$ cat config.mk
export PLATFORM = sky130hd
export DESIGN_NAME = wldq_ctrl
export DESIGN_NICKNAME = d
export VERILOG_FILES = /design/src/hw/rtl/wldq_pkg.sv /design/src/hw/rtl/wldq_ctrl.sv
export SDC_FILE = /design/constraint.sdc
export NUM_CORES = 1
export LEC_CHECK = 0
export BUFFER_PORTS_ARGS = -buffer_cell sky130_fd_sc_hd__buf_2
export CAP_MARGIN = 25
export CORE_AREA = 3 3 40 42
export CTS_BUF_LIST = sky130_fd_sc_hd__clkbuf_8 sky130_fd_sc_hd__clkbuf_16
export DETAILED_ROUTE_END_ITERATION = 8
export DIE_AREA = 0 0 43 45
export HOLD_SLACK_MARGIN = 0.15
export PLACE_DENSITY = 0.85
export RECOVER_POWER = 100
export REMOVE_ABC_BUFFERS = 1
export SLEW_MARGIN = 40
export SYNTH_ARGS = -nofsm -noshare
export SYNTH_HDL_FRONTEND = slang
export SYNTH_SLANG_ARGS = --single-unit
$ cat constraint.sdc
create_clock -name clk_i -period 2.35 [get_ports clk_i]
set_input_delay 0 -clock clk_i [delete_from_list [all_inputs] [get_ports clk_i]]
set_output_delay 0 -clock clk_i [all_outputs]
set_load 0.01 [all_outputs]
$ cat src/hw/rtl/wldq_pkg.sv
`timescale 1ns / 1ps
// ----------------------------------------------------------------------------
// wldq_pkg: shared types for the weighted L1 distance query block
// Field widths, input kinds, controller states, datapath commands and the
// status bundle returned by the datapath.
// ----------------------------------------------------------------------------
package wldq_pkg;

  localparam int KIND_W = 2;
  localparam int POS_W  = 31;
  localparam int WGT_W  = 20;
  localparam int COST_W = 62;

  typedef enum logic [KIND_W-1:0] {
    KIND_ADD   = 2'd0,
    KIND_QUERY = 2'd1,
    KIND_CLEAR = 2'd2
  } kind_e;

  typedef enum logic [3:0] {
    ST_IDLE,
    ST_SORT_CHECK,
    ST_SORT_KEY,
    ST_SORT_STEP,
    ST_BUILD_READ,
    ST_BUILD_MUL,
    ST_BUILD_ACC,
    ST_SEARCH,
    ST_SEARCH_CMP,
    ST_PREF,
    ST_MUL,
    ST_OUT,
    ST_ZERO
  } state_e;

  typedef enum logic [4:0] {
    CMD_NONE,
    CMD_ADD,
    CMD_CLEAR,
    CMD_Q_START,
    CMD_SORT_LOAD,
    CMD_SORT_KEY,
    CMD_SORT_SHIFT,
    CMD_SORT_PLACE,
    CMD_BUILD_INIT,
    CMD_BUILD_READ,
    CMD_BUILD_MUL,
    CMD_BUILD_ACC,
    CMD_Q_READ,
    CMD_Q_CMP,
    CMD_Q_TOT,
    CMD_Q_PREF,
    CMD_Q_MUL,
    CMD_Q_OUT,
    CMD_Q_ZERO
  } cmd_e;

  typedef struct packed {
    logic count_zero;
    logic full;
    logic sums_ready;
    logic sort_more;
    logic shift;
    logic build_last;
    logic search_more;
    logic slot_free;
  } status_t;

endpackage

$ cat src/hw/rtl/wldq_ctrl.sv
`timescale 1ns / 1ps
// ----------------------------------------------------------------------------
// wldq_ctrl: sequencing state machine
// Accepts beats, and steps the datapath through the lazy insertion sort, the
// prefix-sum build and the binary search of each query.
// ----------------------------------------------------------------------------
module wldq_ctrl import wldq_pkg::*; (
  input  logic              clk_i,
  input  logic              rst_ni,
  input  logic              in_valid_i,
  input  logic [KIND_W-1:0] in_kind_i,
  output logic              in_ready_o,
  input  status_t           status_i,
  output cmd_e              cmd_o
);

  state_e state_q, state_d;

  always_ff @(posedge clk_i or negedge rst_ni) begin
    if (!rst_ni) begin
      state_q <= ST_IDLE;
    end else begin
      state_q <= state_d;
    end
  end

  always_comb begin
    state_d    = state_q;
    cmd_o      = CMD_NONE;
    in_ready_o = 1'b0;
    case (state_q)
      ST_IDLE: begin
        in_ready_o = 1'b1;
        if (in_valid_i) begin
          case (in_kind_i)
            KIND_ADD:   cmd_o = CMD_ADD;
            KIND_CLEAR: cmd_o = CMD_CLEAR;
            KIND_QUERY: begin
              cmd_o = CMD_Q_START;
              if (status_i.count_zero) begin
                state_d = ST_ZERO;
              end else if (!status_i.sums_ready) begin
                state_d = ST_SORT_CHECK;
              end else begin
                state_d = ST_SEARCH;
              end
            end
            default: cmd_o = CMD_NONE;
          endcase
        end
      end
      ST_SORT_CHECK: begin
        if (status_i.sort_more) begin
          cmd_o   = CMD_SORT_LOAD;
          state_d = ST_SORT_KEY;
        end else begin
          cmd_o   = CMD_BUILD_INIT;
          state_d = ST_BUILD_READ;
        end
      end
      ST_SORT_KEY: begin
        cmd_o   = CMD_SORT_KEY;
        state_d = ST_SORT_STEP;
      end
      ST_SORT_STEP: begin
        if (status_i.shift) begin
          cmd_o = CMD_SORT_SHIFT;
        end else begin
          cmd_o   = CMD_SORT_PLACE;
          state_d = ST_SORT_CHECK;
        end
      end
      ST_BUILD_READ: begin
        cmd_o   = CMD_BUILD_READ;
        state_d = ST_BUILD_MUL;
      end
      ST_BUILD_MUL: begin
        cmd_o   = CMD_BUILD_MUL;
        state_d = ST_BUILD_ACC;
      end
      ST_BUILD_ACC: begin
        cmd_o   = CMD_BUILD_ACC;
        state_d = status_i.build_last ? ST_SEARCH : ST_BUILD_READ;
      end
      ST_SEARCH: begin
        if (status_i.search_more) begin
          cmd_o   = CMD_Q_READ;
          state_d = ST_SEARCH_CMP;
        end else begin
          cmd_o   = CMD_Q_TOT;
          state_d = ST_PREF;
        end
      end
      ST_SEARCH_CMP: begin
        cmd_o   = CMD_Q_CMP;
        state_d = ST_SEARCH;
      end
      ST_PREF: begin
        cmd_o   = CMD_Q_PREF;
        state_d = ST_MUL;
      end
      ST_MUL: begin
        cmd_o   = CMD_Q_MUL;
        state_d = ST_OUT;
      end
      ST_OUT: begin
        if (status_i.slot_free) begin
          cmd_o   = CMD_Q_OUT;
          state_d = ST_IDLE;
        end
      end
      ST_ZERO: begin
        if (status_i.slot_free) begin
          cmd_o   = CMD_Q_ZERO;
          state_d = ST_IDLE;
        end
      end
      default: state_d = ST_IDLE;
    endcase
  end

endmodule

==> impl_metrics.toml <==
[global_route]
grt_overflow_total = 0
antenna_found_initial = 0
grt.total_usage_pct = 18.3
grt_max_degree = 25
grt_pass1_wl_mm = 2.67
grt_pass1_vias = 607

[timing]
holdWs_ps = 175
max_freq_mhz = 515
fin_ws_ps = 407
tightest_slew_ps = 659
slew_headroom_pct = 56.1
finalSetupTns_ps = 0
rsz0062_at_grt = "false"
period_needed_ps = 1940
slew_viol_final = 0
finalHoldViolCount = 0
fin_skew_ps = 3.00
finalSetupViolations = 0
fin_crit_sh_pct = 82.7

[detailed_routing]
wl_met3_microns = 63
routedWlPerCell_microns = 13.5
drtIter0Drc = 16
drc = 0
met1_length_microns = 682
first_pass_iters = 5
vias = 689
vias_per_cell = 5.94
met2WireLength_microns = 815
top_layer_used = "met3"
drt_wl_total_mm = 1.56
antenna_left = 0

[layout]
multi_input_area_sq_um = 428
largest-register = "state_q"
fin_cells = 116
diodes = 0
final_nets = 117
reg_top3 = "state_q (4)"
largest_register_ff_count = 4
syn2layout_area_growth_pct = 16.3
final_layout_size_suffix_gt1_share_pct = 21.8
n_fill_cell = 143
regArea_sq_um = 100

[die]
fp.dieArea_sq_um = 1940
core_sq_um = 1280
die_h_microns = 45
num_rows = 13
io_pins = 19
fp.dieW_microns = 43
start_util_pct = 48.4

[power_and_ir_drop]
power.total_mw = 0.956
p_sw_share_pct = 50.8
p_switching_mw = 0.486
clkPwrFrac_pct = 15.0
p_int_mw = 0.470
vdd_drop_max_mv = 0.509
combPwrFrac_pct = 57.5
powerDensity_nw_per_um2 = 1320
p_leak_nw = 0.303
seqPwrFrac_pct = 27.5

[placement]
dp.cells = 110
hpwlAfterDp_mm = 1.11
pre_cts_ws_ps = 727
place.gp.congestion = 0.807
portBuffers = 17

[clocking]
cts.clk_slew.worst_paths_ps = 30
htree_levels = 1
cts_post_setup_buffers_inserted = 0
cts_resized = 0
clockBufferDepth = 2
hold_buffers = 3
numCtsBuffers = 3
cts.sink_count = 4
cts_tree = "done"
root_buffer = "clkbuf_8"
clock_latency_ps = 220

[synthesis]
syn-instance-count = 87
synth-edff-count = 0
ys_ff_latch = 4
async_reset_ff_share_pct = 100
avgSynthCellArea_sq_um = 7.15
synth_warnings = 0
yosysSeqAreaShare_pct = 16.1
yosysUniqueCellTypes = 37
syn_area_sq_um = 622
synth_ff_type = "dfrtp_1"

[critical_path]
crit_buf_inv = 1
path_cells = "nor4_1 -> nand2_1 -> o22a_1 -> o21ai_1 -> buf_2"
cp_top_family = "simple AND/OR/NAND/NOR gates"
slowest_stage = "dfrtp_1"
cp_data_arrival_time_ps = 1940
critPathMaxFanout = 22
cp-start-kind = "register"
critPathCaptureType = "output port"
path_class = "register to output port"
cpPeakStageDelay_ps = 610
required_ps = 2350

[status]
status = "completed"

[min_path]
hold_path_class = "primary input to register"

[run]
drv_cap = 0
worst register-to-register path, delay by kind of cell (launching register included):
family          cells  cell delay [ps]
compound gates      4             1060
flops               1              600
power by group through the flow:
stage               logic (mW)  clock network [mW]  registers [mW]
floorplan                0.435                   0           0.227
finish                   0.550               0.143           0.263
global route             0.611               0.158           0.282
detailed placement       0.569                   0           0.273
global placement         0.553                   0           0.265
CTS                      0.575               0.150           0.271
Yosys cell counts, types with 2 or more instances:
library cell / number / area (sq um)
a21oi_1: 11 / 55.1
o21ai_0: 6 / 30.0
nand2_1: 5 / 18.8
nand2b_1: 5 / 31.3
nor2_1: 5 / 18.8
buf_2: 4 / 20.0
dfrtp_1: 4 / 100
inv_1: 4 / 15.0
nor2b_1: 4 / 25.0
o21ai_1: 4 / 20.0
a31oi_1: 3 / 18.8
buf_4: 3 / 22.5
a32oi_1: 2 / 17.5
inv_2: 2 / 7.51
o211ai_1: 2 / 15.0
o31ai_2: 2 / 25.0
routing by layer:
layer  track usage, %  vias up
met5                0        -
met2             31.7       17
met1             22.3      317
met3             3.59        0
met4             7.23        0
li1                 -      355
through the flow:
step / utilization (%) / cell area (sq um)
detailed placement: 52.0 / 668
floorplan: - / 564
global placement: 52.0 / 668
global route: 56.3 / 723
finish: 56.3 / 723
CTS: 57.5 / 739
layout by cell type, fill, tap and decap left out:
cell and n:
o22ai_1 1, a211oi_1 1, o311ai_0 1, a21oi_1 11, a21boi_0 1, o211a_1 1, nand4_1 1, nor2_2 1
a21bo_1 1, nor3_1 1, a2bb2oi_1 1, buf_2 15, dfrtp_1 4, o21ai_1 3, clkbuf_8 3, dlygate4sd3_1 3
nor2_1 5, nand3_1 1, ha_1 1, nand2_1 5, o22a_1 1, a32oi_1 2, o32ai_1 2, a22oi_2 1
inv_1 6, nand2b_1 5, clkbuf_1 2, nand3b_1 1, o31ai_2 2, nor2b_1 4, a31oi_1 3, o211ai_1 2
nor4_1 2, o21ai_0 7
kinds of logic after synthesis:
kind of cell / after synthesis / synth area share [%]
AO/OA/AOI/OAI: 41 / 46.1
AND/OR/NAND/NOR: 26 / 22.9
buffers and inverters: 15 / 12.9
flip-flops: 4 / 16.1
adder cells (fa/ha/maj): 1 / 2.01
layout make-up:
cell class              count  area share (%)
repair buffers             20            15.6
flip-flops and latches      4            13.8
well taps                  15            2.60
clock buffers               3            5.71
inverters                   6            3.11
multi-input cells          68            59.2
final timing paths:
kind | from | to | slack, ps | cells past startpoint
max | state_q[0] | cmd_o[1] | 410 | 5
min | status_i[1] | state_q[0] | 170 | 4
max reg2reg | state_q[1] | state_q[2] | 550 | 4
min reg2reg | state_q[1] | state_q[1] | 940 | 2
max in group asynchronous | rst_ni | state_q[2] | 1500 | 3
min in group asynchronous | rst_ni | state_q[3] | 680 | 3
(Power assumes the default switching activity.)
